--- src/sv/gmx_pkg.sv ---
// ----------------------------------------------------------------------------
// gmx_pkg: shared types and constants for the G1 move coordinate extractor
// Character codes, payload types and the decimal scale table.
// ----------------------------------------------------------------------------
package gmx_pkg;

    typedef logic [7:0]         t_char;
    typedef logic signed [31:0] t_pos;

    localparam t_char CH_LF    = 8'd10;
    localparam t_char CH_TAB   = 8'd9;
    localparam t_char CH_VT    = 8'd11;
    localparam t_char CH_FF    = 8'd12;
    localparam t_char CH_CR    = 8'd13;
    localparam t_char CH_SPACE = 8'h20;
    localparam t_char CH_PLUS  = 8'h2B;
    localparam t_char CH_MINUS = 8'h2D;
    localparam t_char CH_POINT = 8'h2E;
    localparam t_char CH_ZERO  = 8'h30;
    localparam t_char CH_ONE   = 8'h31;
    localparam t_char CH_NINE  = 8'h39;
    localparam t_char CH_G     = 8'h47;
    localparam t_char CH_X     = 8'h58;
    localparam t_char CH_Y     = 8'h59;

    // Place value of a digit, 10^k for k in 0..6
    function automatic logic [23:0] pow10(input logic [2:0] k);
        logic [23:0] p;
        case (k)
            3'd0:    p = 24'd1;
            3'd1:    p = 24'd10;
            3'd2:    p = 24'd100;
            3'd3:    p = 24'd1000;
            3'd4:    p = 24'd10000;
            3'd5:    p = 24'd100000;
            default: p = 24'd1000000;
        endcase
        return p;
    endfunction

endpackage

--- src/sv/gmx_char_if.sv ---
// ----------------------------------------------------------------------------
// gmx_char_if: text byte channel
// Valid/ready channel carrying one G-code character per transaction.
// ----------------------------------------------------------------------------
interface gmx_char_if;
    logic           valid;
    logic           ready;
    gmx_pkg::t_char char_in;

    modport source (output valid, output char_in, input ready);
    modport sink   (input valid, input char_in, output ready);
endinterface

--- src/sv/gmx_pos_if.sv ---
// ----------------------------------------------------------------------------
// gmx_pos_if: coordinate channel
// Valid/ready channel carrying one X/Y position pair per transaction.
// ----------------------------------------------------------------------------
interface gmx_pos_if;
    logic          valid;
    logic          ready;
    gmx_pkg::t_pos x_pos;
    gmx_pkg::t_pos y_pos;

    modport source (output valid, output x_pos, output y_pos, input ready);
    modport sink   (input valid, input x_pos, input y_pos, output ready);
endinterface

--- src/sv/gcode_move_xy_extractor.sv ---
// ----------------------------------------------------------------------------
// gcode_move_xy_extractor: G1 move X/Y coordinate extractor
// Throughput: one character per cycle while the result register is free or
// being drained; the per-byte update is at most a scale by ten, an add and a compare per axis.
// The X/Y pair appears on o_pos in the cycle after the newline that ends
// a G1 line is accepted. Reset (synchronous, active low) clears the line
// state and sets both held coordinates to zero.
// ----------------------------------------------------------------------------
module gcode_move_xy_extractor #(
    parameter int FRAC_DIGITS = 3,
    parameter int VALUE_WIDTH = 32
) (
    input  logic       i_clk,
    input  logic       i_rst_n,
    gmx_char_if.sink   i_char,
    gmx_pos_if.source  o_pos
);

    localparam int W  = VALUE_WIDTH;
    localparam int EW = ((W > 28) ? W : 28) + 5;
    localparam int NAX = 2;

    typedef enum logic [1:0] {PH_WAIT, PH_START, PH_NUM, PH_DONE} t_phase;

    // Line state
    logic [1:0]          r_char_count, n_char_count;
    logic                r_move_line,  n_move_line;

    // Per-axis state; the accumulator holds the magnitude already scaled to
    // the fixed-point unit, saturated at the cap
    t_phase              r_phase [NAX];
    t_phase              n_phase [NAX];
    logic [W-1:0]        r_acc   [NAX];
    logic [W-1:0]        n_acc   [NAX];
    logic [2:0]          r_frac  [NAX];
    logic [2:0]          n_frac  [NAX];
    logic                r_neg   [NAX];
    logic                n_neg   [NAX];
    logic signed [W-1:0] r_last  [NAX];
    logic signed [W-1:0] n_last  [NAX];

    logic                r_out_valid;
    gmx_pkg::t_pos       r_x_pos;
    gmx_pkg::t_pos       r_y_pos;

    logic                accept;
    logic                is_lf;
    logic                emit;
    gmx_pkg::t_char      c;

    assign c       = i_char.char_in;
    assign accept  = i_char.valid && i_char.ready;
    assign is_lf   = (c == gmx_pkg::CH_LF);
    assign emit    = accept && is_lf && (r_char_count == 2'd2) && r_move_line;

    assign i_char.ready = !r_out_valid || o_pos.ready;
    assign o_pos.valid  = r_out_valid;
    assign o_pos.x_pos  = r_x_pos;
    assign o_pos.y_pos  = r_y_pos;

    always_comb begin
        n_char_count = r_char_count;
        n_move_line  = r_move_line;
        if (is_lf) begin
            n_char_count = 2'd0;
            n_move_line  = 1'b0;
        end else if (r_char_count == 2'd0) begin
            n_move_line  = (c == gmx_pkg::CH_G);
            n_char_count = 2'd1;
        end else if (r_char_count == 2'd1) begin
            n_move_line  = r_move_line && (c == gmx_pkg::CH_ONE);
            n_char_count = 2'd2;
        end
    end

    for (genvar a = 0; a < NAX; a++) begin : g_axis
        gmx_pkg::t_char letter;
        logic           is_digit;
        logic           is_ws;
        logic [3:0]     digit;
        logic [2:0]     place;
        logic [27:0]    addend;
        logic [EW-1:0]  base;
        logic [EW-1:0]  sum;
        logic [W-1:0]   cap;
        logic [W-1:0]   sat_acc;
        logic           take_digit;

        assign letter   = (a == 0) ? gmx_pkg::CH_X : gmx_pkg::CH_Y;
        assign is_digit = (c >= gmx_pkg::CH_ZERO) && (c <= gmx_pkg::CH_NINE);
        assign is_ws    = (c == gmx_pkg::CH_TAB) || (c == gmx_pkg::CH_VT) ||
                          (c == gmx_pkg::CH_FF)  || (c == gmx_pkg::CH_CR);
        assign digit    = 4'(c - gmx_pkg::CH_ZERO);
        assign cap      = {1'b0, {(W-1){1'b1}}} + W'(r_neg[a]);

        // Integer digit: acc*10 + d*10^F; fraction digit j: acc + d*10^(F-j)
        assign place      = (r_frac[a] == 3'd0) ? 3'(FRAC_DIGITS)
                                                : 3'(FRAC_DIGITS - int'(r_frac[a]));
        assign take_digit = (r_frac[a] == 3'd0) || (int'(r_frac[a]) <= FRAC_DIGITS);
        assign addend     = 28'(digit * gmx_pkg::pow10(place));
        assign base       = (r_frac[a] == 3'd0)
                            ? ((EW'(r_acc[a]) << 3) + (EW'(r_acc[a]) << 1))
                            : EW'(r_acc[a]);
        assign sum        = base + EW'(addend);
        assign sat_acc    = (sum > EW'(cap)) ? cap : sum[W-1:0];

        always_comb begin
            n_phase[a] = r_phase[a];
            n_acc[a]   = r_acc[a];
            n_frac[a]  = r_frac[a];
            n_neg[a]   = r_neg[a];
            n_last[a]  = r_last[a];
            if (is_lf) begin
                if (emit && r_phase[a] != PH_WAIT) begin
                    n_last[a] = r_neg[a] ? signed'(W'(0) - r_acc[a]) : signed'(r_acc[a]);
                end
                n_phase[a] = PH_WAIT;
                n_acc[a]   = '0;
                n_frac[a]  = 3'd0;
                n_neg[a]   = 1'b0;
            end else begin
                unique case (r_phase[a])
                    PH_WAIT: begin
                        if (c == letter) begin
                            n_phase[a] = PH_START;
                            n_acc[a]   = '0;
                            n_frac[a]  = 3'd0;
                            n_neg[a]   = 1'b0;
                        end
                    end
                    PH_START, PH_NUM: begin
                        if (c == gmx_pkg::CH_SPACE) begin
                            n_phase[a] = PH_DONE;
                        end else if (r_phase[a] == PH_START && is_ws) begin
                            n_phase[a] = PH_START;
                        end else if (r_phase[a] == PH_START && c == gmx_pkg::CH_PLUS) begin
                            n_phase[a] = PH_NUM;
                        end else if (r_phase[a] == PH_START && c == gmx_pkg::CH_MINUS) begin
                            n_phase[a] = PH_NUM;
                            n_neg[a]   = 1'b1;
                        end else begin
                            n_phase[a] = PH_NUM;
                            if (is_digit) begin
                                // drop digits beyond the kept fraction
                                if (take_digit) begin
                                    n_acc[a] = sat_acc;
                                    if (r_frac[a] != 3'd0) begin
                                        n_frac[a] = r_frac[a] + 3'd1;
                                    end
                                end
                            end else if (c == gmx_pkg::CH_POINT && r_frac[a] == 3'd0) begin
                                n_frac[a] = 3'd1;
                            end else begin
                                n_phase[a] = PH_DONE;
                            end
                        end
                    end
                    default: begin
                        n_phase[a] = PH_DONE;
                    end
                endcase
            end
        end

        always_ff @(posedge i_clk) begin
            if (!i_rst_n) begin
                r_phase[a] <= PH_WAIT;
                r_acc[a]   <= '0;
                r_frac[a]  <= 3'd0;
                r_neg[a]   <= 1'b0;
                r_last[a]  <= '0;
            end else if (accept) begin
                r_phase[a] <= n_phase[a];
                r_acc[a]   <= n_acc[a];
                r_frac[a]  <= n_frac[a];
                r_neg[a]   <= n_neg[a];
                r_last[a]  <= n_last[a];
            end
        end
    end

    always_ff @(posedge i_clk) begin
        if (!i_rst_n) begin
            r_char_count <= 2'd0;
            r_move_line  <= 1'b0;
            r_out_valid  <= 1'b0;
        end else begin
            if (accept) begin
                r_char_count <= n_char_count;
                r_move_line  <= n_move_line;
            end
            if (emit) begin
                r_out_valid <= 1'b1;
            end else if (o_pos.ready) begin
                r_out_valid <= 1'b0;
            end
        end
    end

    // Result payload; sign-extend or truncate the held value to the port width
    always_ff @(posedge i_clk) begin
        if (emit) begin
            r_x_pos <= 32'(n_last[0]);
            r_y_pos <= 32'(n_last[1]);
        end
    end

endmodule
--- src/flat_wrapper.sv ---
// flat-port wrapper written by rule: the top's interface ports become plain ports
module gcode_move_xy_extractor_flat 
#(
    parameter int FRAC_DIGITS = 3,
    parameter int VALUE_WIDTH = 32
)
  (i_clk, i_rst_n, i_char_valid, i_char_char_in, i_char_ready, o_pos_valid, o_pos_x_pos, o_pos_y_pos, o_pos_ready);
  gmx_char_if i_char_i ();
  gmx_pos_if o_pos_i ();
  input  logic i_clk;
  input  logic i_rst_n;
  input wire logic [$bits(i_char_i.valid)-1:0] i_char_valid;
  input wire logic [$bits(i_char_i.char_in)-1:0] i_char_char_in;
  output wire logic [$bits(i_char_i.ready)-1:0] i_char_ready;
  output wire logic [$bits(o_pos_i.valid)-1:0] o_pos_valid;
  output wire logic [$bits(o_pos_i.x_pos)-1:0] o_pos_x_pos;
  output wire logic [$bits(o_pos_i.y_pos)-1:0] o_pos_y_pos;
  input wire logic [$bits(o_pos_i.ready)-1:0] o_pos_ready;
  assign i_char_i.valid = i_char_valid;
  assign i_char_i.char_in = i_char_char_in;
  assign i_char_ready = i_char_i.ready;
  assign o_pos_valid = o_pos_i.valid;
  assign o_pos_x_pos = o_pos_i.x_pos;
  assign o_pos_y_pos = o_pos_i.y_pos;
  assign o_pos_i.ready = o_pos_ready;
  gcode_move_xy_extractor #(.FRAC_DIGITS(FRAC_DIGITS), .VALUE_WIDTH(VALUE_WIDTH)) u_core (.i_clk(i_clk), .i_rst_n(i_rst_n), .i_char(i_char_i), .o_pos(o_pos_i));
endmodule
--- config.mk ---
export PLATFORM = sky130hd
export DESIGN_NAME = gcode_move_xy_extractor_flat
export DESIGN_NICKNAME = d
export VERILOG_FILES = /design/src/sv/gmx_pkg.sv /design/src/sv/gmx_char_if.sv /design/src/sv/gmx_pos_if.sv /design/src/sv/gcode_move_xy_extractor.sv /design/src/flat_wrapper.sv
export SDC_FILE = /design/constraint.sdc
export NUM_CORES = 1
export LEC_CHECK = 0
export BUFFER_PORTS_ARGS = -buffer_cell sky130_fd_sc_hd__buf_2
export CORE_ASPECT_RATIO = 1.2
export CORE_MARGIN = 2
export CORE_UTILIZATION = 43
export CTS_CLUSTER_SIZE = 8
export DETAILED_ROUTE_END_ITERATION = 8
export PLACE_DENSITY = 0.59
export SKIP_LAST_GASP = 1
export SYNTH_ARGS = -nofsm -noshare
export SYNTH_HDL_FRONTEND = slang
export SYNTH_SLANG_ARGS = --single-unit
--- constraint.sdc ---
create_clock -name i_clk -period 12.9 [get_ports i_clk]
set_input_delay 3.225 -clock i_clk [delete_from_list [all_inputs] [get_ports i_clk]]
set_output_delay 3.225 -clock i_clk [all_outputs]
set_load 0.02 [all_outputs]
==> results of run 1 <==
==> state kept, by name, summed over array words and instances, names as in the netlist, 2 cells and up <==
| signal | flops |
|---|---|
| u_core.r_neg | 2 |
| u_core.r_frac | 6 |
| u_core.o_pos.x_pos | 32 |
| u_core.r_acc | 64 |
| u_core.o_pos.y_pos | 32 |
| u_core.r_last | 64 |
| u_core.r_char_count | 2 |
| u_core.r_phase | 4 |
==> per-layer routing <==
layer  GRT usage  vias to the layer above
met3     0.01402                       82
met5           0                        -
met4     0.06264                        0
met2      0.3812                      481
met1      0.3140                     9439
li1            -                     9806
==> final cells by class <==
type | count | area [µm²] | share of cell area
Clock buffer | 38 | 800.8 | 0.03204
Timing Repair Buffer | 97 | 535.5 | 0.02143
Sequential cell | 208 | 6206 | 0.2483
Multi-Input combinational cell | 2208 | 15910 | 0.6366
Tap cell | 712 | 890.9 | 0.03564
Clock inverter | 2 | 35.03 | 0.001402
Inverter | 164 | 615.6 | 0.02463
==> repair_timing <==
item	in CTS	in global routing
endpoints found under the setup margin	0	13
gates resized for setup	0	1
hold buffers	0	0
==> layout by cell type (no fill, tap or decap), drive strengths merged, types with 15 or more instances in the layout <==
| master | Yosys | layout |
|---|---|---|
| nand2 | 296 | 296 |
| ha | 260 | 260 |
| o21ai | 250 | 250 |
| edfxtp | 204 | 204 |
| a21oi | 167 | 167 |
| inv | 163 | 163 |
| nor2 | 153 | 153 |
| nor2b | 118 | 118 |
| xor2 | 101 | 101 |
| buf | 13 | 97 |
| xnor2 | 86 | 86 |
| a21o | 83 | 83 |
| nand3 | 73 | 73 |
| fa | 62 | 62 |
| and2 | 50 | 50 |
| clkbuf | 88 | 38 |
| nor3 | 36 | 36 |
| nand4 | 33 | 33 |
| o211ai | 31 | 31 |
| o21a | 30 | 30 |
| a211oi | 29 | 29 |
| nand2b | 28 | 28 |
| o2111ai | 27 | 27 |
| or3 | 25 | 25 |
| o21bai | 23 | 23 |
| o31ai | 23 | 23 |
| and3 | 22 | 22 |
| a31oi | 20 | 20 |
| or2 | 19 | 19 |
| or4 | 15 | 15 |
==> worst max-delay path, delay by kind of cell <==
kind,cells,cell delay [ps]
AOI/OAI and AO/OA,17,4630
adders and majority gates,5,2110
buffers and inverters,2,150
and+or+nand+nor,11,2490
==> kinds of logic after synthesis <==
family / after synthesis / share of synthesized area
simple gates: 909 / 0.1968
fa+ha+maj: 322 / 0.1946
flops: 208 / 0.2687
mux: 12 / 0.005417
xor+xnor: 187 / 0.07090
buf+inv: 265 / 0.04441
compound gates: 778 / 0.2192
==> report_power, final <==
group / switching, µW / internal, µW / total, µW
combinational: 1690 / 1070 / 2760
clock: 296 / 427 / 722
sequential: 136 / 833 / 969
total: 2120 / 2330 / 4450
==> per-stage QoR <==
step	setup slack (ps)	std cells	TNS [ps]	total power [µW]
6_report	677.5	3429	0	4451
5_1_grt	0.4636	3429	0	4835
4_1_cts	483.6	3429	0	4436
3_5_place_dp	-76.52	3389	-147.7	3698
3_3_place_gp	214.9	3389	0	3625
2_1_floorplan	1641	2681	0	3019
==> worst paths after layout <==
check,startpoint,end,slack (ps),depth (start not counted)
worst max-delay path,i_char_char_in[3],u_core.r_acc[0][27],680,35
worst min-delay path,u_core.r_char_count[0],u_core.r_char_count[1],510,2
worst max register to register,u_core.r_frac[0][1],u_core.r_acc[0][27],1690,34
worst min register to register,u_core.r_char_count[0],u_core.r_char_count[1],510,2
==> out/qor.tcl, run 1 <==
set qor(outcome) {finished clean}
set qor(worstPathArrival_ps) 12620
set qor(die_y_um) 257.9
set qor(mappedNetlistArea_um2) 23100
set qor(m1WireLength_mm) 30.03
set qor(num_antenna_cells) 0
set qor(measured_slew_at_the_worst_slew_check_pin_ps) 1183
set qor(nNetsFinal) 3043
set qor(post_route_cells_drive_above_1_share) 0.07324
set qor(floorplan.initialDensity) 0.4325
set qor(via_count_of_the_first_global_routing_pass) 19180
set qor(required_ps) 13290
set qor(fp.dieW_um) 215.6
set qor(synth.cells.most_frequent) {nand2_1, ha_1, o21ai_0, edfxtp_1, a21oi_1}
set qor(top_layer) {met4}
set qor(floorplan.io_pins) 78
set qor(vdd_ir_drop_max_mv) 0.1164
set qor(period_share) 0.9475
set qor(crit_fanout) 19
set qor(antenna_violations_before_repair) 0
set qor(power_leakage_uw) 0.01109
set qor(synthFlopType) {edfxtp_1}
set qor(drt-total-wl_mm) 64.22
set qor(yosysSeqAreaShare) 0.2687
set qor(dr_wl_met3_mm) 2.548
set qor(layout.core_utilization) 0.4680
set qor(final-setup-viol-count) 0
set qor(post_drt_wl_per_cell_um) 18.73
set qor(root_buffer) {clkbuf_16}
set qor(cts_max_path_buffers) 3
set qor(global_route.overflow_total) 0
set qor(postCtsSetupRepairBufs) 0
set qor(fillerInstances) 5160
set qor(drc) 0
set qor(hold_path.class) {reg -> reg}
set qor(via_density_per_instance) 5.777
set qor(design.die.area_um2) 55600
set qor(whs_ps) 513.8
set qor(clock_latency_ps) 590
set qor(cts_num_sinks) 208
set qor(num_vias) 19810
set qor(relative_max_transition_margin) 0.2063
set qor(post_dp_cell_area_um2) 24150
set qor(worstSetupEndpointType) {register}
set qor(syn_to_final_growth_pct) 8.201
set qor(pwr_density_cell_nw_per_um2) 178.1
set qor(yosysWarningCount) 0
set qor(postRouteAntennaNets) 0
set qor(synthDistinctLibCells) 89
set qor(dr_wl_met2_mm) 29.98
set qor(timing_worst_setup_path_type) {in -> reg}
set qor(yosys_register_bits) 208
set qor(sort_of_element_at_the_start_of_the_critical_path) {primary input}
set qor(synthesis.instances) 2681
set qor(fp.coreArea_um2) 53410
set qor(finish.instance_area_um2) 24990
set qor(rsz0062_at_grt) {no}
set qor(ctsHtreeMaxLevel) 1
set qor(drt-initial-drc-count) 1448
set qor(critPathMaxStageDelay_ps) 750
set qor(tritoncts.num_buffers) 30
set qor(avgSynthCellArea_um2) 8.616
set qor(fmaxAchievable_mhz) 81.82
set qor(report.final.hold_viol_count) 0
set qor(grt_usage) 0.2261
set qor(yosys.cell_count.top_type) {nand2_1}
set qor(asyncSetResetFlopFracSynth) 0
set qor(netlist.top_cell.by_area) {edfxtp_1}
set qor(post-dp-hpwl_mm) 50.69
set qor(detailedRoute.firstPassIterationCount) 7
set qor(clkSlewWorstSetupHoldPaths_ps) 60
set qor(finalWeightedCongestion) 0.9329
set qor(final_max_slew_viols) 0
set qor(grt_max_degree) 69
set qor(cts_tree) {built}
set qor(critical-path-slowest-cell) {a311oi_4}
set qor(cpMostUsedCell) {a21oi_1}
set qor(synth.net_count) 3015
set qor(synth_enable_flop_cells) 204
set qor(maxCapViolCount) 0
set qor(final_period_minus_worst_setup_slack_ps) 12220
set qor(synthTopCellsByArea) {edfxtp_1, ha_1, fa_1, o21ai_0, nand2_1}
set qor(clock-skew-final_ps) 47.40
set qor(grt_pass1_wl_mm) 102.8
set qor(synth_top_area_frac) 0.2652
set qor(placementRows) 93
set qor(io_buffers) 77
No activity file was read; power rests on OpenSTA's default activity.
==> run 2: changes to the inputs <==
- PLACE_DENSITY: 0.59 -> not set
- PLACE_DENSITY_LB_ADDON: not set -> 0.08
- clock period: 12.9 -> 10.6 ns (I/O delays scaled with it)
==> run 2 against run 1 <==
  * Wire length grew 5.7%
  * Register-to-register slack lost 120 ps
  * Clock skew shrank 20 ps
  * Critical path type unchanged
  * Core utilization grew 2.8 points
  * Sequential share of layout area shrank 1.4 points
  * Setup slack lost 180 ps
==> out/qor.tcl, run 2 (synthesized netlist as in run 1, its figures left out) <==
set qor(outcome) {finished clean}
set qor(design.die.area_um2) 55600 ;# unchanged
set qor(post-dp-hpwl_mm) 53.65 ;# +5.9%
set qor(grt_max_degree) 67 ;# -2.9%
set qor(crit_fanout) 5 ;# -14
set qor(clkSlewWorstSetupHoldPaths_ps) 60 ;# about the same
set qor(pwr_density_cell_nw_per_um2) 220.9 ;# +24%
set qor(fmaxAchievable_mhz) 98.95
set qor(cts_max_path_buffers) 3 ;# unchanged
set qor(required_ps) 10910 ;# -2380 ps
set qor(placementRows) 93 ;# unchanged
set qor(postRouteAntennaNets) 0 ;# unchanged
set qor(relative_max_transition_margin) 0.1894 ;# -0.01696
set qor(final_period_minus_worst_setup_slack_ps) 10110
set qor(vdd_ir_drop_max_mv) 0.1197 ;# +2.8%
set qor(nNetsFinal) 3222 ;# +5.9%
set qor(via_count_of_the_first_global_routing_pass) 20010 ;# +4.3%
set qor(cts_tree) {built}
set qor(num_antenna_cells) 0 ;# unchanged
set qor(regToRegEndpoint) {u_core.r_acc[0][29]}
set qor(largest_registers) {u_core.r_acc: 64 flops, u_core.r_last: 64 flops}
set qor(finalWeightedCongestion) 0.9282 ;# -0.50%
set qor(power_leakage_uw) 0.01200 ;# +8.2%
set qor(drt-initial-drc-count) 1231 ;# -15%
set qor(num_vias) 20330 ;# +2.6%
set qor(worstPathArrival_ps) 10420 ;# -2200 ps
set qor(drt-total-wl_mm) 67.87 ;# +5.7%
set qor(measured_slew_at_the_worst_slew_check_pin_ps) 1213 ;# +30.44 ps
set qor(cts_num_sinks) 208 ;# unchanged
set qor(root_buffer) {clkbuf_16}
set qor(reg2reg_from) {u_core.r_frac[0][0]}
set qor(tritoncts.num_buffers) 30 ;# unchanged
set qor(floorplan.initialDensity) 0.4325 ;# unchanged
set qor(hold_path.class) {reg -> reg}
set qor(post_route_cells_drive_above_1_share) 0.1387 ;# +0.06543
set qor(maxCapViolCount) 0 ;# unchanged
set qor(floorplan.io_pins) 78 ;# unchanged
set qor(post_drt_wl_per_cell_um) 18.80 ;# +0.36%
set qor(postCtsSetupRepairBufs) 0 ;# unchanged
set qor(final-setup-viol-count) 0 ;# unchanged
set qor(cpMostUsedCell) {buf_4}
set qor(grt_pass1_wl_mm) 107.4 ;# +4.4%
set qor(clock-skew-final_ps) 27.29 ;# -20.11 ps
set qor(layout_common_cells) {nand2_1, ha_1, o21ai_0}
set qor(layout.core_utilization) 0.4963 ;# +0.02832
set qor(post_layout_nonfiller_instances) 3611 ;# +5.3%
set qor(report.final.hold_viol_count) 0 ;# unchanged
set qor(reg2regPathDepth) 35 ;# +2.9%
set qor(clock_latency_ps) 580 ;# about the same
set qor(timing_worst_setup_path_type) {in -> reg}
set qor(io_buffers) 77 ;# unchanged
set qor(antenna_violations_before_repair) 1 ;# +1
set qor(hold_path_startpoint) {u_core.r_move_line}
set qor(grt_usage) 0.2386 ;# +0.01250
set qor(detailedRoute.firstPassIterationCount) 5 ;# -2
set qor(totalPowerFinal_uw) 5855 ;# +32%
set qor(critical-path-slowest-cell) {fa_1}
set qor(dp_cells) 3565 ;# +5.2%
set qor(hold_path_end) {u_core.r_move_line}
set qor(ctsHtreeMaxLevel) 1 ;# unchanged
set qor(die_y_um) 257.9 ;# unchanged
set qor(period_share) 0.9534
set qor(syn_to_final_growth_pct) 14.75
set qor(mostFrequentLayoutCell) {nand2_1}
set qor(worstHoldPathCells) 2 ;# unchanged
set qor(global_route.overflow_total) 0 ;# unchanged
set qor(final_max_slew_viols) 0 ;# unchanged
set qor(worstSetupEndpointType) {register}
set qor(via_density_per_instance) 5.630 ;# -2.5%
set qor(fp.coreArea_um2) 53410 ;# unchanged
set qor(ff2ff_setup_slack_ps) 1570 ;# -120 ps
set qor(drc) 0 ;# unchanged
set qor(sort_of_element_at_the_start_of_the_critical_path) {primary input}
set qor(fp.dieW_um) 215.6 ;# unchanged
set qor(whs_ps) 513.9 ;# +0.1330 ps
set qor(critPathMaxStageDelay_ps) 530 ;# -220 ps
-- run 2: changes by cell type in the layout (fill, tap and decap cells not counted), sizes merged --
cell    previous run  this run
clkbuf            38        42
buf               97       276
clkinv             3         2
-- run 2: area by class of cell --
cell class,count,area [µm²]
clock inverter,1,30.03
tap,712,890.9
fill,5107,26900
inverter,164,615.6
clock buffer,42,805.8
timing repair buffer,276,1919
multi-input combinational,2208,16040
sequential,208,6206
-- run 2: metal layers --
layer / vias to the layer above / wire length, µm / GRT usage
met5: - / 0 / 0
met2: 405 / 33190 / 0.4199
met3: 79 / 2395 / 0.02073
met1: 9685 / 30790 / 0.3161
met4: 0 / 1502 / 0.05766
li1: 10160 / - / -
-- run 2: worst max-delay path: cells and delay by family --
kind	cells	cell delay (ps)
and+or+nand+nor	9	1480
buffers and inverters	8	950
adders and majority gates	5	1870
xor gates and xnor gates	1	130
AOI/OAI and AO/OA	18	3300
-- run 2: report_power, final --
part           internal (µW)  switching [µW]
clock network            517             359
registers               1010             175
logic                   1640            2150
total                   3170            2680
-- run 2: how the worst max path moves through the flow --
stage                 startpoint                   to  slack (ps)  cells after the start
3_3_place_gp   i_char_char_in[3]  u_core.r_acc[0][27]        -420                     38
5_1_grt        i_char_char_in[3]  u_core.r_acc[0][29]         -30                     36
2_1_floorplan  i_char_char_in[3]  u_core.r_acc[0][16]          -8                     36
3_5_place_dp   i_char_char_in[3]  u_core.r_acc[0][29]        -640                     38
4_1_cts        i_char_char_in[2]   u_core.r_acc[1][1]          20                     40
6_report       i_char_char_in[3]   u_core.r_acc[1][4]         490                     41
-- run 2: through the flow --
stage	cell area [µm²]	TNS, ps	setup WS [ps]
2_1_floorplan	23110	-64.52	-8.066
3_3_place_gp	25500	-21630	-415.5
3_5_place_dp	25500	-32950	-643.7
4_1_cts	26330	0	24.41
5_1_grt	26510	-25.63	-25.39
6_report	26510	0	493.6
-- run 2: timing repair --
action / 4_1_cts / 5_1_grt
cloned: 0 / 3
endpoints found under the hold margin: 0 / 0
pin swaps: 0 / 6
gates resized for setup: 1 / 44
hold buffers: 0 / 0
setup endpoints to repair: 1 / 64
==> run 3: changes to the inputs <==
- CORE_UTILIZATION: 43 -> 59
==> run 3 against run 2 <==
  * Sequential power barely moved
  * Register-to-register slack got worse by 460 ps
  * Via count grew 2.1%
  * Maximum frequency is 1.3% lower
  * Die area shrank 27%
  * Global-route usage increased by 7.7 points
  * Wire length fell by 4.0%
  * Combinational power fell by 2%
  * Largest cell class unchanged
==> out/qor.tcl, run 3 (synthesized netlist as in run 1, its figures left out) <==
set qor(outcome) {finished clean}
set qor(clock_latency_ps) 590 ;# about the same
set qor(fp.dieW_um) 184.6 ;# -14%
set qor(critPathMaxStageDelay_ps) 560 ;# +30 ps
set qor(hold_path.class) {reg -> reg}
set qor(io_buffers) 77 ;# unchanged
set qor(measured_slew_at_the_worst_slew_check_pin_ps) 1249 ;# +36.19 ps
set qor(global_route.overflow_total) 0 ;# unchanged
set qor(floorplan.io_pins) 78 ;# unchanged
set qor(die_y_um) 220.8 ;# -14%
set qor(antenna_violations_before_repair) 0 ;# -1
set qor(clock-skew-final_ps) 32.98 ;# +5.696 ps
set qor(detailedRoute.firstPassIterationCount) 9 ;# +4
set qor(grt_pass1_wl_mm) 103.1 ;# -4.0%
set qor(timing_worst_setup_path_type) {in -> reg}
set qor(final-setup-viol-count) 0 ;# unchanged
set qor(maxCapViolCount) 0 ;# unchanged
set qor(vdd_ir_drop_max_mv) 0.2440 ;# +100%
set qor(pwr_density_cell_nw_per_um2) 222.6 ;# +0.79%
set qor(clkSlewWorstSetupHoldPaths_ps) 60 ;# about the same
set qor(final_max_slew_viols) 0 ;# unchanged
set qor(fp.coreArea_um2) 38750 ;# -27%
set qor(via_density_per_instance) 6.151 ;# +9.2%
set qor(dp_cells) 3327 ;# -6.7%
set qor(cts_tree) {built}
set qor(post-dp-hpwl_mm) 50.09 ;# -6.6%
set qor(post_layout_nonfiller_instances) 3375 ;# -6.5%
set qor(critical-path-slowest-cell) {or4_1}
set qor(drc) 0 ;# unchanged
set qor(mostFrequentLayoutCell) {nand2_1}
set qor(preCtsSetupSlack_ps) -601.0 ;# +42.69 ps
set qor(finalWeightedCongestion) 0.9452 ;# +1.8%
set qor(grt_max_degree) 69 ;# +3.0%
set qor(required_ps) 10870 ;# -40 ps
set qor(layout_common_cells) {nand2_1, ha_1, o21ai_0}
set qor(placementRows) 79 ;# -15%
set qor(crit_fanout) 5 ;# unchanged
set qor(num_vias) 20760 ;# +2.1%
set qor(postRouteAntennaNets) 0 ;# unchanged
set qor(root_buffer) {clkbuf_16}
set qor(ctsHtreeMaxLevel) 1 ;# unchanged
set qor(worstSetupEndpointType) {register}
set qor(drt-total-wl_mm) 65.13 ;# -4.0%
set qor(timing.critical_path.buf_inv) 9 ;# +1
set qor(worstPathArrival_ps) 10500 ;# +80 ps
set qor(post_route_cells_drive_above_1_share) 0.1271 ;# -0.01161
set qor(period_share) 0.9658 ;# +0.01235
set qor(fillerInstances) 3320 ;# -35%
set qor(tritoncts.num_buffers) 30 ;# unchanged
set qor(report.final.hold_viol_count) 0 ;# unchanged
set qor(top_delay_family_on_crit_path) {compound AO/OA/AOI/OAI gates}
set qor(final.setup.worst_slack_ps) 362.7 ;# -130.9 ps
set qor(cpMostUsedCell) {buf_4}
set qor(drt-initial-drc-count) 1497 ;# +22%
set qor(post_drt_wl_per_cell_um) 19.30 ;# +2.7%
set qor(syn_to_final_growth_pct) 12.52
set qor(cts_num_sinks) 208 ;# unchanged
set qor(grt_usage) 0.3153 ;# +0.07674
set qor(floorplan.initialDensity) 0.5962 ;# +0.1637
set qor(nNetsFinal) 3174 ;# -1.5%
set qor(relative_max_transition_margin) 0.1652 ;# -0.02418
set qor(via_count_of_the_first_global_routing_pass) 20030 ;# +0.13%
set qor(num_antenna_cells) 0 ;# unchanged
set qor(cts_max_path_buffers) 3 ;# unchanged
set qor(cts-hold-fix-buffers) 0 ;# unchanged
set qor(final_period_minus_worst_setup_slack_ps) 10240 ;# +130.9 ps
set qor(fmaxAchievable_mhz) 97.68 ;# -1.3%
set qor(sort_of_element_at_the_start_of_the_critical_path) {primary input}
set qor(largest_registers) {u_core.r_acc: 64 flops, u_core.r_last: 64 flops}
set qor(design.die.area_um2) 40760 ;# -27%
set qor(power_leakage_uw) 0.01179 ;# -1.8%
==> run 3: cell count changes in the layout (fill, tap and decap cells not counted), sizes merged <==
| cell | delta |
|---|---|
| clkinv | +1 |
| bufinv | +1 |
| clkbuf | -3 |
| buf | -49 |
==> run 3: metal layers <==
metal | vias up | share of wire | track usage
met1 | 9904 | 0.40 | 0.3715
met2 | 634 | 0.51 | 0.5830
met4 | 0 | 0.046 | 0.1386
li1 | 10060 | - | -
met5 | - | 0 | 0
met3 | 161 | 0.044 | 0.02897
==> run 3: report_power, final <==
group	switching (µW)	internal (µW)
clock network	363	537
logic	2130	1570
registers	170	1010
total	2670	3120
==> run 3: per-stage QoR <==
stage / cell area, µm² / TNS (ps) / utilization / hold WS (ps) / power (µW)
floorplan: 23110 / -64.52 / - / 457.9 / 3676
global placement: 24860 / -14850 / 0.6415 / 477.8 / 4652
CTS: 25710 / 0 / 0.6636 / 492.4 / 5675
finish: 25990 / 0 / 0.6708 / 493.3 / 5786
detailed placement: 24860 / -27560 / 0.6415 / 482.0 / 4752
global route: 25990 / -62.32 / 0.6708 / 512.4 / 6225
==> run 3: final timing paths <==
kind                       start                 end  slack (ps)  depth (start not counted)
max reg2reg  u_core.r_frac[0][1]  u_core.r_acc[0][7]        1110                         36
max            i_char_char_in[1]  u_core.r_acc[0][7]         360                         37
min reg2reg   u_core.r_move_line  u_core.r_move_line         490                          2
min           u_core.r_move_line  u_core.r_move_line         490                          2
==> run 3: final cells by class <==
type	count	area, µm²	share of cell area
Multi-Input combinational cell	2208	16090	0.6190
Sequential cell	208	6206	0.2388
Timing Repair Buffer	228	1569	0.06037
Clock buffer	38	790.8	0.03042
Tap cell	526	658.1	0.02532
Inverter	164	615.6	0.02368
Clock inverter	3	63.81	0.002455
==> run 3: timing repair <==
item	in CTS	in global routing
buffers inserted	0	2
gates resized for setup	1	59
pin swaps	0	9
setup endpoints to repair	7	64
hold endpoints to repair	0	0
cloned	0	5
==> run 3: tightest hold or removal path: stages, from the launching register on <==
cell and delay (ps):
dfxtp_1 310, o21ai_0 60, a21boi_0 80
